## src/hw/rtl/mer_pkg.sv

```systemverilog
package mer_pkg;

  localparam int unsigned RADIUS_BITS_DEF = 10;
  localparam int unsigned COORD_W         = 13;
  localparam int unsigned ORIGIN_W        = 11;
  localparam int unsigned CENTER_W        = 11;
  localparam int unsigned CFG_ADDR_W      = 1;
  localparam int unsigned CFG_DATA_W      = 11;
  localparam int unsigned PH_W            = 3;

  localparam logic [CFG_ADDR_W-1:0] CFG_ORIGIN_X = 1'b0;
  localparam logic [CFG_ADDR_W-1:0] CFG_ORIGIN_Y = 1'b1;

  localparam logic [ORIGIN_W-1:0] ORIGIN_X_RST = 11'd320;
  localparam logic [ORIGIN_W-1:0] ORIGIN_Y_RST = 11'd240;

  localparam logic ACT_START = 1'b0;

  localparam logic [1:0] PIX_FIRST = 2'd0;
  localparam logic [1:0] PIX_XM_YB = 2'd1;
  localparam logic [1:0] PIX_XP_YB = 2'd2;
  localparam logic [1:0] PIX_LAST  = 2'd3;

  localparam logic [PH_W-1:0] PH_STEP = 3'd0;
  localparam logic [PH_W-1:0] PH_PX   = 3'd1;
  localparam logic [PH_W-1:0] PH_PY   = 3'd2;
  localparam logic [PH_W-1:0] PH_END  = 3'd3;
  localparam logic [PH_W-1:0] PH_IDLE = 3'd4;

  typedef enum logic [3:0] {
    ST_IDLE,
    ST_INIT_RX,
    ST_INIT_RY,
    ST_INIT_RXRY,
    ST_INIT_DEC,
    ST_SW_XX,
    ST_SW_YY,
    ST_SW_AX,
    ST_SW_BY,
    ST_SW_AB,
    ST_SW_SUB,
    ST_SW_QTR,
    ST_SW_FIX,
    ST_EMIT,
    ST_DONE
  } state_e;

  typedef enum logic [4:0] {
    OP_NONE,
    OP_LOAD,
    OP_SNAP,
    OP_FINISH,
    OP_MUL_RX,
    OP_MUL_RY,
    OP_MUL_RXRY,
    OP_INIT_DEC,
    OP_MUL_XX,
    OP_SW_YY,
    OP_SW_AX,
    OP_SW_BY,
    OP_SW_AB,
    OP_SW_SUB,
    OP_SW_QTR,
    OP_SW_FIX,
    OP_UPD_STEP,
    OP_UPD_PX,
    OP_UPD_PY,
    OP_UPD_END
  } op_e;

  typedef struct packed {
    op_e        op;
    logic [1:0] pix;
    logic       show_done;
  } dp_cmd_t;

  typedef struct packed {
    logic finished;
    logic region_two;
    logic need_switch;
    logic y_neg;
  } dp_sts_t;

endpackage

```

## src/hw/rtl/midpoint_ellipse_rasterizer_core.sv

```systemverilog
// Midpoint ellipse rasterizer. Configure origin_x / origin_y (index 0 / 1) while idle.
// A start item (action 0) loads centre and radii, then runs the init states ST_INIT_RX,
// ST_INIT_RY, ST_INIT_RXRY and ST_INIT_DEC before the next input transfer; it produces
// no result. Each step item (action 1) then yields four pixel results, last set on the
// fourth: the item is taken and its four coordinates registered, then the pixels are
// handed out one per cycle while out_ready is high, as the decision update runs alongside.
// The step that enters region two first runs the switch states ST_SW_XX to ST_SW_FIX,
// which rebuild the decision value through the shared multiplier and adder. Once the curve
// is complete, or before any start, a step gives a single result with done_res and last set
// and pixel_valid low. Pixel coordinates wrap modulo 2^13.
module midpoint_ellipse_rasterizer_core #(
  parameter int unsigned RADIUS_BITS = mer_pkg::RADIUS_BITS_DEF
) (
  input  logic                                   clk_i,
  input  logic                                   rst_ni,
  input  logic                                   cfg_we_i,
  input  logic        [mer_pkg::CFG_ADDR_W-1:0]  cfg_addr_i,
  input  logic        [mer_pkg::CFG_DATA_W-1:0]  cfg_wdata_i,
  input  logic                                   in_valid_i,
  output logic                                   in_ready_o,
  input  logic                                   action_i,
  input  logic signed [mer_pkg::CENTER_W-1:0]    center_x_i,
  input  logic signed [mer_pkg::CENTER_W-1:0]    center_y_i,
  input  logic        [RADIUS_BITS-1:0]          radius_x_i,
  input  logic        [RADIUS_BITS-1:0]          radius_y_i,
  output logic                                   out_valid_o,
  input  logic                                   out_ready_i,
  output logic signed [mer_pkg::COORD_W-1:0]     pixel_x_o,
  output logic signed [mer_pkg::COORD_W-1:0]     pixel_y_o,
  output logic                                   pixel_valid_o,
  output logic                                   last_o,
  output logic                                   done_res_o
);

  import mer_pkg::*;

  dp_cmd_t dp_cmd;
  dp_sts_t dp_sts;

  mer_ctrl u_ctrl (
    .clk_i         (clk_i),
    .rst_ni        (rst_ni),
    .in_valid_i    (in_valid_i),
    .in_ready_o    (in_ready_o),
    .action_i      (action_i),
    .out_valid_o   (out_valid_o),
    .out_ready_i   (out_ready_i),
    .pixel_valid_o (pixel_valid_o),
    .last_o        (last_o),
    .done_res_o    (done_res_o),
    .sts_i         (dp_sts),
    .cmd_o         (dp_cmd)
  );

  mer_dp #(
    .RADIUS_BITS (RADIUS_BITS)
  ) u_dp (
    .clk_i       (clk_i),
    .rst_ni      (rst_ni),
    .cfg_we_i    (cfg_we_i),
    .cfg_addr_i  (cfg_addr_i),
    .cfg_wdata_i (cfg_wdata_i),
    .center_x_i  (center_x_i),
    .center_y_i  (center_y_i),
    .radius_x_i  (radius_x_i),
    .radius_y_i  (radius_y_i),
    .cmd_i       (dp_cmd),
    .sts_o       (dp_sts),
    .pixel_x_o   (pixel_x_o),
    .pixel_y_o   (pixel_y_o)
  );

endmodule

```

## src/hw/rtl/mer_mul.sv

```systemverilog
module mer_mul #(
  parameter int unsigned W = 2 * mer_pkg::RADIUS_BITS_DEF + 2
) (
  input  logic           clk_i,
  input  logic [W-1:0]   a_i,
  input  logic [W-1:0]   b_i,
  output logic [2*W-1:0] p_o
);

  logic [2*W-1:0] p_q;

  always_ff @(posedge clk_i) begin
    p_q <= a_i * b_i;
  end

  assign p_o = p_q;

endmodule

```

## src/hw/rtl/mer_dp.sv

```systemverilog
module mer_dp #(
  parameter int unsigned RADIUS_BITS = mer_pkg::RADIUS_BITS_DEF
) (
  input  logic                                   clk_i,
  input  logic                                   rst_ni,
  input  logic                                   cfg_we_i,
  input  logic        [mer_pkg::CFG_ADDR_W-1:0]  cfg_addr_i,
  input  logic        [mer_pkg::CFG_DATA_W-1:0]  cfg_wdata_i,
  input  logic signed [mer_pkg::CENTER_W-1:0]    center_x_i,
  input  logic signed [mer_pkg::CENTER_W-1:0]    center_y_i,
  input  logic        [RADIUS_BITS-1:0]          radius_x_i,
  input  logic        [RADIUS_BITS-1:0]          radius_y_i,
  input  mer_pkg::dp_cmd_t                       cmd_i,
  output mer_pkg::dp_sts_t                       sts_o,
  output logic signed [mer_pkg::COORD_W-1:0]     pixel_x_o,
  output logic signed [mer_pkg::COORD_W-1:0]     pixel_y_o
);

  import mer_pkg::*;

  localparam int unsigned XW    = RADIUS_BITS + 1;
  localparam int unsigned YW    = RADIUS_BITS + 2;
  localparam int unsigned SQ_W  = 2 * RADIUS_BITS;
  localparam int unsigned MUL_W = 2 * RADIUS_BITS + 2;
  localparam int unsigned DEC_W = 4 * RADIUS_BITS + 4;

  logic        [ORIGIN_W-1:0]    origin_x_q, origin_y_q;
  logic                          finished_q, in_r2_q;
  logic signed [CENTER_W-1:0]    hcx_q, hcy_q;
  logic        [RADIUS_BITS-1:0] hrx_q, hry_q;
  logic        [SQ_W-1:0]        rx2_q, ry2_q;
  logic        [XW-1:0]          cur_x_q;
  logic signed [YW-1:0]          cur_y_q;
  logic signed [DEC_W-1:0]       dec_q, acc_q, px_q, py_q;
  logic        [MUL_W-1:0]       acc2_q;
  logic                          incx_q, decy_q;
  logic signed [COORD_W-1:0]     xp_q, xm_q, ya_q, yb_q;

  logic        [MUL_W-1:0]       mul_a, mul_b;
  logic        [DEC_W-1:0]       mul_p;
  logic signed [DEC_W-1:0]       p_s, rx2_s, ry2_s, x_s, y_s;
  logic signed [DEC_W-1:0]       ox_s, oy_s, hcx_s, hcy_s, cx_s, cy_s;
  logic signed [YW-1:0]          ym_s, ym_abs;
  logic                          incx, decy, dec_pos;

  mer_mul #(
    .W (MUL_W)
  ) u_mul (
    .clk_i (clk_i),
    .a_i   (mul_a),
    .b_i   (mul_b),
    .p_o   (mul_p)
  );

  assign p_s   = signed'(mul_p);
  assign rx2_s = signed'({{(DEC_W-SQ_W){1'b0}}, rx2_q});
  assign ry2_s = signed'({{(DEC_W-SQ_W){1'b0}}, ry2_q});
  assign x_s   = signed'({{(DEC_W-XW){1'b0}}, cur_x_q});
  assign y_s   = {{(DEC_W-YW){cur_y_q[YW-1]}}, cur_y_q};
  assign ox_s  = signed'({{(DEC_W-ORIGIN_W){1'b0}}, origin_x_q});
  assign oy_s  = signed'({{(DEC_W-ORIGIN_W){1'b0}}, origin_y_q});
  assign hcx_s = {{(DEC_W-CENTER_W){hcx_q[CENTER_W-1]}}, hcx_q};
  assign hcy_s = {{(DEC_W-CENTER_W){hcy_q[CENTER_W-1]}}, hcy_q};
  assign cx_s  = ox_s + hcx_s;
  assign cy_s  = oy_s - hcy_s;

  assign ym_s   = cur_y_q - signed'(YW'(1));
  assign ym_abs = ym_s[YW-1] ? -ym_s : ym_s;

  assign dec_pos = !dec_q[DEC_W-1] && (dec_q != '0);
  assign incx    = in_r2_q ? !dec_pos : 1'b1;
  assign decy    = in_r2_q ? 1'b1 : !dec_q[DEC_W-1];

  always_comb begin
    mul_a = '0;
    mul_b = '0;
    unique case (cmd_i.op)
      OP_MUL_RX: begin
        mul_a = MUL_W'(hrx_q);
        mul_b = MUL_W'(hrx_q);
      end
      OP_MUL_RY: begin
        mul_a = MUL_W'(hry_q);
        mul_b = MUL_W'(hry_q);
      end
      OP_MUL_RXRY: begin
        mul_a = MUL_W'(rx2_q);
        mul_b = MUL_W'(hry_q);
      end
      OP_MUL_XX: begin
        mul_a = MUL_W'(cur_x_q);
        mul_b = MUL_W'(cur_x_q);
      end
      OP_SW_YY: begin
        mul_a = MUL_W'(ym_abs[XW-1:0]);
        mul_b = MUL_W'(ym_abs[XW-1:0]);
      end
      OP_SW_AX: begin
        mul_a = acc_q[MUL_W-1:0];
        mul_b = MUL_W'(ry2_q);
      end
      OP_SW_BY: begin
        mul_a = acc2_q;
        mul_b = MUL_W'(rx2_q);
      end
      OP_SW_AB: begin
        mul_a = MUL_W'(rx2_q);
        mul_b = MUL_W'(ry2_q);
      end
      default: begin
        mul_a = '0;
        mul_b = '0;
      end
    endcase
  end

  always_ff @(posedge clk_i or negedge rst_ni) begin
    if (!rst_ni) begin
      origin_x_q <= ORIGIN_X_RST;
      origin_y_q <= ORIGIN_Y_RST;
      finished_q <= 1'b1;
      in_r2_q    <= 1'b0;
    end else begin
      if (cfg_we_i) begin
        unique case (cfg_addr_i)
          CFG_ORIGIN_X: origin_x_q <= cfg_wdata_i[ORIGIN_W-1:0];
          CFG_ORIGIN_Y: origin_y_q <= cfg_wdata_i[ORIGIN_W-1:0];
          default: ;
        endcase
      end
      unique case (cmd_i.op)
        OP_LOAD: begin
          finished_q <= 1'b0;
          in_r2_q    <= 1'b0;
        end
        OP_FINISH: finished_q <= 1'b1;
        OP_SW_FIX: in_r2_q    <= 1'b1;
        default: ;
      endcase
    end
  end

  always_ff @(posedge clk_i) begin
    unique case (cmd_i.op)
      OP_LOAD: begin
        hcx_q   <= center_x_i;
        hcy_q   <= center_y_i;
        hrx_q   <= radius_x_i;
        hry_q   <= radius_y_i;
        cur_x_q <= '0;
        cur_y_q <= signed'(YW'(radius_y_i));
        px_q    <= '0;
      end
      OP_SNAP: begin
        xp_q <= COORD_W'(cx_s + x_s);
        xm_q <= COORD_W'(cx_s - x_s);
        ya_q <= COORD_W'(cy_s + y_s);
        yb_q <= COORD_W'(cy_s - y_s);
      end
      OP_MUL_RY:   rx2_q <= mul_p[SQ_W-1:0];
      OP_MUL_RXRY: ry2_q <= mul_p[SQ_W-1:0];
      OP_INIT_DEC: begin
        dec_q <= ry2_s - p_s + (rx2_s >>> 2);
        py_q  <= p_s <<< 1;
        px_q  <= '0;
      end
      OP_SW_YY:  acc_q  <= p_s + x_s;
      OP_SW_AX:  acc2_q <= mul_p[MUL_W-1:0];
      OP_SW_BY:  acc_q  <= p_s;
      OP_SW_AB:  acc_q  <= acc_q + p_s;
      OP_SW_SUB: acc_q  <= acc_q - p_s;
      OP_SW_QTR: acc_q  <= acc_q + (ry2_s >>> 2);
      OP_SW_FIX: begin
        dec_q <= acc_q + signed'(DEC_W'(acc_q[DEC_W-1] && (ry2_q[1:0] != 2'b00)));
      end
      OP_UPD_STEP: begin
        incx_q  <= incx;
        decy_q  <= decy;
        cur_x_q <= cur_x_q + {{(XW-1){1'b0}}, incx};
        cur_y_q <= cur_y_q - signed'({{(YW-1){1'b0}}, decy});
        if (incx) begin
          px_q <= px_q + (ry2_s <<< 1);
        end
        if (decy) begin
          py_q <= py_q - (rx2_s <<< 1);
        end
      end
      OP_UPD_PX: begin
        if (incx_q) begin
          dec_q <= dec_q + px_q;
        end
      end
      OP_UPD_PY: begin
        if (decy_q) begin
          dec_q <= dec_q - py_q;
        end
      end
      OP_UPD_END: begin
        if (!in_r2_q) begin
          dec_q <= dec_q + ry2_s;
        end else if (incx_q) begin
          dec_q <= dec_q - rx2_s;
        end else begin
          dec_q <= dec_q + rx2_s;
        end
      end
      default: ;
    endcase
  end

  always_comb begin
    pixel_x_o = '0;
    pixel_y_o = '0;
    if (!cmd_i.show_done) begin
      unique case (cmd_i.pix)
        PIX_FIRST: begin
          pixel_x_o = xp_q;
          pixel_y_o = ya_q;
        end
        PIX_XM_YB: begin
          pixel_x_o = xm_q;
          pixel_y_o = yb_q;
        end
        PIX_XP_YB: begin
          pixel_x_o = xp_q;
          pixel_y_o = yb_q;
        end
        PIX_LAST: begin
          pixel_x_o = xm_q;
          pixel_y_o = ya_q;
        end
        default: begin
          pixel_x_o = '0;
          pixel_y_o = '0;
        end
      endcase
    end
  end

  assign sts_o.finished    = finished_q;
  assign sts_o.region_two  = in_r2_q;
  assign sts_o.need_switch = !in_r2_q && !(px_q < py_q);
  assign sts_o.y_neg       = cur_y_q[YW-1];

endmodule

```

## src/hw/rtl/mer_ctrl.sv

```systemverilog
module mer_ctrl (
  input  logic             clk_i,
  input  logic             rst_ni,
  input  logic             in_valid_i,
  output logic             in_ready_o,
  input  logic             action_i,
  output logic             out_valid_o,
  input  logic             out_ready_i,
  output logic             pixel_valid_o,
  output logic             last_o,
  output logic             done_res_o,
  input  mer_pkg::dp_sts_t sts_i,
  output mer_pkg::dp_cmd_t cmd_o
);

  import mer_pkg::*;

  state_e          state_q, state_d;
  logic [1:0]      pix_q, pix_d;
  logic [PH_W-1:0] ph_q, ph_d;

  always_ff @(posedge clk_i or negedge rst_ni) begin
    if (!rst_ni) begin
      state_q <= ST_IDLE;
      pix_q   <= PIX_FIRST;
      ph_q    <= PH_IDLE;
    end else begin
      state_q <= state_d;
      pix_q   <= pix_d;
      ph_q    <= ph_d;
    end
  end

  always_comb begin
    state_d         = state_q;
    pix_d           = pix_q;
    ph_d            = ph_q;
    cmd_o.op        = OP_NONE;
    cmd_o.pix       = pix_q;
    cmd_o.show_done = 1'b0;
    in_ready_o      = 1'b0;
    out_valid_o     = 1'b0;
    pixel_valid_o   = 1'b0;
    last_o          = 1'b0;
    done_res_o      = 1'b0;
    unique case (state_q)
      ST_IDLE: begin
        in_ready_o = 1'b1;
        if (in_valid_i) begin
          if (action_i == ACT_START) begin
            cmd_o.op = OP_LOAD;
            state_d  = ST_INIT_RX;
          end else begin
            priority if (sts_i.finished) begin
              state_d = ST_DONE;
            end else if ((sts_i.region_two || sts_i.need_switch) && sts_i.y_neg) begin
              cmd_o.op = OP_FINISH;
              state_d  = ST_DONE;
            end else begin
              cmd_o.op = OP_SNAP;
              pix_d    = PIX_FIRST;
              ph_d     = PH_STEP;
              state_d  = sts_i.need_switch ? ST_SW_XX : ST_EMIT;
            end
          end
        end
      end
      ST_INIT_RX: begin
        cmd_o.op = OP_MUL_RX;
        state_d  = ST_INIT_RY;
      end
      ST_INIT_RY: begin
        cmd_o.op = OP_MUL_RY;
        state_d  = ST_INIT_RXRY;
      end
      ST_INIT_RXRY: begin
        cmd_o.op = OP_MUL_RXRY;
        state_d  = ST_INIT_DEC;
      end
      ST_INIT_DEC: begin
        cmd_o.op = OP_INIT_DEC;
        state_d  = ST_IDLE;
      end
      ST_SW_XX: begin
        cmd_o.op = OP_MUL_XX;
        state_d  = ST_SW_YY;
      end
      ST_SW_YY: begin
        cmd_o.op = OP_SW_YY;
        state_d  = ST_SW_AX;
      end
      ST_SW_AX: begin
        cmd_o.op = OP_SW_AX;
        state_d  = ST_SW_BY;
      end
      ST_SW_BY: begin
        cmd_o.op = OP_SW_BY;
        state_d  = ST_SW_AB;
      end
      ST_SW_AB: begin
        cmd_o.op = OP_SW_AB;
        state_d  = ST_SW_SUB;
      end
      ST_SW_SUB: begin
        cmd_o.op = OP_SW_SUB;
        state_d  = ST_SW_QTR;
      end
      ST_SW_QTR: begin
        cmd_o.op = OP_SW_QTR;
        state_d  = ST_SW_FIX;
      end
      ST_SW_FIX: begin
        cmd_o.op = OP_SW_FIX;
        state_d  = ST_EMIT;
      end
      ST_EMIT: begin
        out_valid_o   = 1'b1;
        pixel_valid_o = 1'b1;
        last_o        = (pix_q == PIX_LAST);
        unique case (ph_q)
          PH_STEP: cmd_o.op = OP_UPD_STEP;
          PH_PX:   cmd_o.op = OP_UPD_PX;
          PH_PY:   cmd_o.op = OP_UPD_PY;
          PH_END:  cmd_o.op = OP_UPD_END;
          default: cmd_o.op = OP_NONE;
        endcase
        if (ph_q != PH_IDLE) begin
          ph_d = ph_q + PH_W'(1);
        end
        if (out_ready_i) begin
          if (pix_q == PIX_LAST) begin
            state_d = ST_IDLE;
          end else begin
            pix_d = pix_q + 2'd1;
          end
        end
      end
      ST_DONE: begin
        out_valid_o     = 1'b1;
        last_o          = 1'b1;
        done_res_o      = 1'b1;
        cmd_o.show_done = 1'b1;
        if (out_ready_i) begin
          state_d = ST_IDLE;
        end
      end
      default: begin
        state_d = ST_IDLE;
      end
    endcase
  end

endmodule

```

## config.mk

```make
export PLATFORM = sky130hd
export DESIGN_NAME = midpoint_ellipse_rasterizer_core
export DESIGN_NICKNAME = d
export VERILOG_FILES = /design/src/hw/rtl/mer_pkg.sv /design/src/hw/rtl/midpoint_ellipse_rasterizer_core.sv /design/src/hw/rtl/mer_mul.sv /design/src/hw/rtl/mer_dp.sv /design/src/hw/rtl/mer_ctrl.sv
export SDC_FILE = /design/constraint.sdc
export NUM_CORES = 2
export LEC_CHECK = 0
export BUFFER_PORTS_ARGS = -buffer_cell sky130_fd_sc_hd__buf_2
export CELL_PAD_IN_SITES_DETAIL_PLACEMENT = 0
export CELL_PAD_IN_SITES_GLOBAL_PLACEMENT = 1
export CORE_MARGIN = 2
export CORE_UTILIZATION = 40
export DETAILED_ROUTE_END_ITERATION = 8
export GPL_ROUTABILITY_DRIVEN = 0
export GPL_TIMING_DRIVEN = 0
export PLACE_DENSITY_LB_ADDON = 0.1
export SYNTH_ARGS = -nofsm -noshare
export SYNTH_HDL_FRONTEND = slang
export SYNTH_SLANG_ARGS = --single-unit
```

## constraint.sdc

```tcl
create_clock -name clk_i -period 12.64 [get_ports clk_i]
set_clock_uncertainty 0.1 [all_clocks]
set_input_delay 0.632 -clock clk_i [delete_from_list [all_inputs] [get_ports clk_i]]
set_output_delay 0.632 -clock clk_i [all_outputs]
set_load 0.03 [all_outputs]
```

After elaboration in Yosys (flattened, before gate mapping)
Index checks and enable logic that the tools add are counted.
- input port bits: 60
- bits in registers: 434
- output and inout port bits: 31
- muxes and demuxes: 56
- multipliers: 1
- order comparisons: 1
- equality and inequality tests: 53
- bitwise gates (word level): 1
- reductions and logical operators: 39
- $add $sub $neg: 26
- operators by type and width (cell ; number):
    44-bit case mux with 5 select lines ; 2
    44-bit 2-to-1 mux ; 6
    44-bit case mux with 2 select lines ; 2
    22-bit case mux with 7 select lines ; 1
    20-bit case mux with 6 select lines ; 1
    44-bit by 19-bit adder with 44-bit output ; 2
    44-bit by 21-bit adder with 44-bit output ; 2
    44-bit adder ; 2
    44-bit subtractor ; 2
    5-bit case mux with 14 select lines ; 1
    4-bit case mux with 14 select lines ; 1
    13-bit case mux with 2 select lines ; 2
    44-bit by 12-bit adder with 44-bit output ; 1
    44-bit by 2-bit adder with 44-bit output ; 1
    44-bit by 22-bit adder with 44-bit output ; 1
    44-bit less-than comparator ; 1
    44-bit nonzero test ; 1
    21-bit by 44-bit subtractor with 44-bit output ; 1
    44-bit by 21-bit subtractor with 44-bit output ; 1
    44-bit by 22-bit subtractor with 44-bit output ; 1
    22-bit by 20-bit multiplier with 42-bit output ; 1
    5-bit by 4-bit == test with 1-bit output, second input constant ; 8
    4-bit 2-to-1 mux ; 8
    4-bit == test, second input constant ; 7
    51 further kinds ; 121

Logic depth before layout (Yosys ltp)
- word-level depth: 14
- mapped depth: 40

By module
A second synthesis with hierarchy kept.
- cell total of the unflattened synthesis: 6087
- area total of the unflattened synthesis: 54050.6 um^2
- modules (own cells, without submodules) (module ; cells each ; times used ; area an instance (um^2)):
    mer_dp ; 4164 ; 1 ; 36438.7
    mer_mul ; 1822 ; 1 ; 16749.8
    mer_ctrl ; 101 ; 1 ; 862.1

Worst setup path after synthesis
No wires, ideal clock.
- path type: register to register
- from: reg u_dp.cur_y_q[1]
- to: reg u_dp.u_mul.p_q[40] (netlist: u_dp.u_mul.p_o[40])
- setup time: 0.072 ns
- setup slack: 3.392 ns
- clock period less this slack: 9.248 ns
- arrival: 9.076 ns
- stages on the path, launching flop included: 40
- path through: edfxtp_1 -> inv_1 -> ha_1 -> clkbuf_1 -> or3_1 -> a21oi_1 -> o21ai_0 -> nor3_1 -> and3_1 -> nor2_1 -> xor2_1 -> o21ai_0 -> a211o_1 -> clkbuf_1 -> nand2_1 -> fa_1 -> inv_1 -> fa_1 -> [... 4 more ...] -> inv_1 -> fa_1 -> inv_1 -> fa_1 -> inv_1 -> fa_1 -> inv_1 -> ha_1 -> a21o_1 -> a2111o_1 -> a31oi_1 -> o22ai_1 -> nor4b_1 -> o311ai_0 -> nor4_1 -> o41ai_1 -> a21oi_1 -> xnor2_1
- cells in the longest elaborated chain, start to end: 5
- elaborated cells between the ends (all ways): 6
- those cells by class: add/sub (2); mul (1); mux (3)
- ends and longest elaborated chain (item ; line ; text):
    start: declaration ; mer_dp.sv:33 ; logic signed [YW-1:0] cur_y_q;
    start signal: assignment ; mer_dp.sv:151 ; cur_y_q <= signed'(YW'(radius_y_i));
    start signal: assignment ; mer_dp.sv:180 ; cur_y_q <= cur_y_q - signed'({{(YW-1){1'b0}}, decy});
    12-bit by 2-bit subtractor with 12-bit output (*) ; mer_dp.sv:67 ; assign ym_s = cur_y_q - signed'(YW'(1));
    11-bit negation ; mer_dp.sv:68 ; assign ym_abs = ym_s[YW-1] ? -ym_s : ym_s;
    11-bit 2-to-1 mux (*) ; mer_dp.sv:68 ;
    22-bit case mux with 7 select lines / 20-bit case mux with 6 select lines (equally long branches) ; mer_dp.sv:77 ; unique case (cmd_i.op)
    22-bit by 20-bit multiplier with 42-bit output (*) ; mer_mul.sv:13 ; p_q <= a_i * b_i;
    end signal: assignment ; mer_mul.sv:13 ;
    end: declaration ; mer_mul.sv:10 ; logic [2*W-1:0] p_q;
Every way passes the cells marked *; elsewhere a longest branch is shown, timed or not.
A chain may end at the register's enable or synchronous reset.

Worst setup path after layout
Same ends and word-level chain as after synthesis.

==> results.sh <==
export IMPL_htreeDepth=2
export IMPL_syn_to_final_growth_pct=9.51
export IMPL_port_buffers=90
export IMPL_finalCriticalPeriod_ns=12.01
export IMPL_core_rowCount=129
export IMPL_clock_fmax_ghz=0.0832
export IMPL_relSlewSlack_pct=11.5
export IMPL_synth_edf_count=353
export IMPL_post_route_drc_count=0
export IMPL_drt_iter0_markers=3691
export IMPL_cts_setup_buffers=0
export IMPL_drive_above_1_share_pct=4.98
export IMPL_vias_per_cell=5.57
export IMPL_crit_type="flip-flop to flip-flop"
export IMPL_antenna_found_initial=5
export IMPL_synth_area_um2=49800
export IMPL_hold_class="primary input to flip-flop"
export IMPL_numCtsBuffers=55
export IMPL_tns_ns=0
export IMPL_crit_buf_inv=7
export IMPL_avgRoutedWirePerCell_um=23.7
export IMPL_finalMaxSlewViolations=0
export IMPL_hold_slack_ns=0.0594
export IMPL_yosysUniqueCellTypes=86
export IMPL_io_pins=91
export IMPL_grt_max_degree=36
export IMPL_cp_depth=37
export IMPL_crit_family="adder cells"
export IMPL_path_max_fanout=10
export IMPL_yosysWarnings=0
export IMPL_wl_mm=180
export IMPL_clockRootBuffer="clkbuf_16"
export IMPL_cp_start_kind="flip-flop"
export IMPL_max_stage_delay_ns=1.03
export IMPL_dieWidth_um=357
export IMPL_hpwl_mm=151
export IMPL_yosysSeqAreaShare_pct=24.6
export IMPL_initial_core_util_pct=40.3
export IMPL_outcome="finished clean"
export IMPL_worstHoldPathCells=1
export IMPL_synthArstFlopShare_pct=7.71
export IMPL_grt_use_total_pct=28.2
export IMPL_clk_pin_slew_worst_paths_ns=0.06
export IMPL_ant_nets=0
export IMPL_die_area_um2=127000
export IMPL_grt_pass1_vias=41800
export IMPL_cts_tree="done"
export IMPL_worstMarginPinSlew_ns=1.33
export IMPL_synth_ff_type="edfxtp_1"
export IMPL_worstSkewPairLatency_ns=0.69
export IMPL_endpoint_kind="flip-flop"
export IMPL_finalSetupViolations=0
export IMPL_syn_area_per_cell_um2=8.63
export IMPL_rr_worst_depth=37
export IMPL_core_area_um2=124000
export IMPL_nets=6826
export IMPL_vias=42500
export IMPL_placed_area_um2=52600
export IMPL_finalCritPeriodShare_pct=95.0
export IMPL_dr_pass1_iters=5
export IMPL_synthCells=5772
export IMPL_clkSinkCount=428
export IMPL_die_y_um=357
export IMPL_utilization_pct=44.1
export IMPL_slowest_stage="a221oi_1"
export IMPL_required_ns=13.08
export IMPL_grt_pass1_wl_mm=269
export IMPL_clock_path_buffers=3
export IMPL_rsz0062_at_grt="false"
export IMPL_drv_cap=0
export IMPL_postLayoutCellArea_um2=54600
export IMPL_postCtsResizedCells=0
export IMPL_hold_viol=0
export IMPL_crit_top_cell="fa_1"
export IMPL_cp_arrival_ns=12.45
export IMPL_ys_ff_latch=428
export IMPL_syn_num_nets=6661
export IMPL_overflow=0
-- cell usage after synthesis, types with 37 or more instances --
cell / instances / area share (%)
or3_1: 50 / 0.63
inv_1: 718 / 5.4
nand2_1: 627 / 4.7
clkbuf_1: 216 / 1.6
a21oi_1: 332 / 3.3
fa_1: 385 / 15
nor2b_1: 56 / 0.70
and3_1: 41 / 0.51
nor2_1: 572 / 4.3
ha_1: 444 / 11
a211oi_1: 76 / 1.1
xnor2_1: 299 / 5.3
dfxtp_1: 42 / 1.7
and2_1: 44 / 0.55
xor2_1: 150 / 2.6
a21o_1: 114 / 1.7
a22oi_1: 61 / 0.92
nand2b_1: 64 / 0.80
o21bai_1: 37 / 0.56
edfxtp_1: 353 / 21
nor3_1: 117 / 1.2
o21ai_0: 266 / 2.7
nand4_1: 44 / 0.55
nor4_1: 43 / 0.54
nand3_1: 108 / 1.1
-- sequential cells by signal, summed over array words and instances (netlist names), 12 cells and up --
signal / count
u_dp.acc_q: 44
u_dp.dec_q: 44
u_dp.px_q: 43
u_dp.py_q: 43
u_dp.u_mul.p_o: 42
u_dp.acc2_q: 22
u_dp.rx2_q: 20
u_dp.ry2_q: 20
u_dp.xm_q: 13
u_dp.ya_q: 13
u_dp.cur_y_q: 12
u_dp.xp_q: 12
u_dp.yb_q: 12
-- per-layer routing --
layer | vias to the layer above | GRT usage, % | part of all wire [%]
met3 | 244 | 3.12 | 5.9
met5 | - | 0 | 0.017
met1 | 20900 | 39.4 | 45
met2 | 1224 | 45.7 | 46
li1 | 20100 | - | -
met4 | 4 | 8.93 | 3.5
-- cell type report --
type | count | area, um2
clock buffer | 68 | 1530
antenna | 3 | 7.51
buffer | 235 | 895
tap | 1637 | 2050
timing repair buffer | 108 | 681
inverter | 719 | 2700
multi-input combinational | 4390 | 34100
clock inverter | 35 | 362
fill | 12700 | 69100
sequential | 428 | 12300
-- cell usage in the layout (no fill, tap or decap), drive strengths merged, types with 15 or more instances in the layout --
master	synthesis	layout
a22oi	61	61
o31ai	21	21
mux2	23	23
nor4	43	43
mux2i	21	21
a211oi	76	76
or2	27	27
clkinv	1	21
a211o	22	22
ha	444	444
xnor2	299	299
xor2	150	150
a21o	114	114
clkbuf	216	284
o221ai	28	28
dfxtp	42	42
a21oi	332	332
nor3	117	117
o21ai	275	275
nor2b	56	56
edfxtp	353	353
nand4	44	44
or3	53	53
o21a	35	35
o211ai	22	22
o22ai	16	16
inv	718	723
nand3	108	108
and3	41	41
buf	19	126
o21bai	37	37
nand2b	64	64
nor2	573	573
a21boi	15	15
dfrtp	25	25
a31oi	36	36
nand2	628	628
fa	385	385
and2	44	44
-- per-stage QoR --
step | setup WS (ns) | cells
after floorplan | 3.39 | 5772
after global placement | 0.578 | 7499
after detailed placement | 0.718 | 7516
after CTS | 0.656 | 7620
after global routing | 0.108 | 7620
final | 0.628 | 7623
-- cell families after synthesis --
kind of cell             synth area share (%)
adder cells (fa/ha/maj)                  26.6
AO/OA/AOI/OAI                            15.5
buffers and inverters                    7.21
XOR/XNOR                                 7.99
flip-flops                               24.6
AND/OR/NAND/NOR                          17.1
multiplexers                            0.942
-- final timing paths --
path	slack (ns)	to	startpoint
max	0.63	u_dp.u_mul.p_o[40]	u_dp.cur_y_q[1]
min	0.06	u_dp.hcx_q[10]	center_x_i[10]
max reg2reg	0.63	u_dp.u_mul.p_o[40]	u_dp.cur_y_q[1]
min reg2reg	0.41	u_dp.origin_x_q[5]	u_dp.origin_x_q[5]
max in group asynchronous	11.43	u_dp.origin_y_q[2]	rst_ni
min in group asynchronous	0.51	u_dp.origin_y_q[9]	rst_ni
-- what timing repair did --
item / in CTS / in global routing
setup endpoints to repair: 0 / 0
endpoints found under the hold margin: 25 / 0
hold buffers: 1 / 0
Power is not shown: default switching activity piles up to over one toggle a cycle in this logic, so the estimate is an artifact.
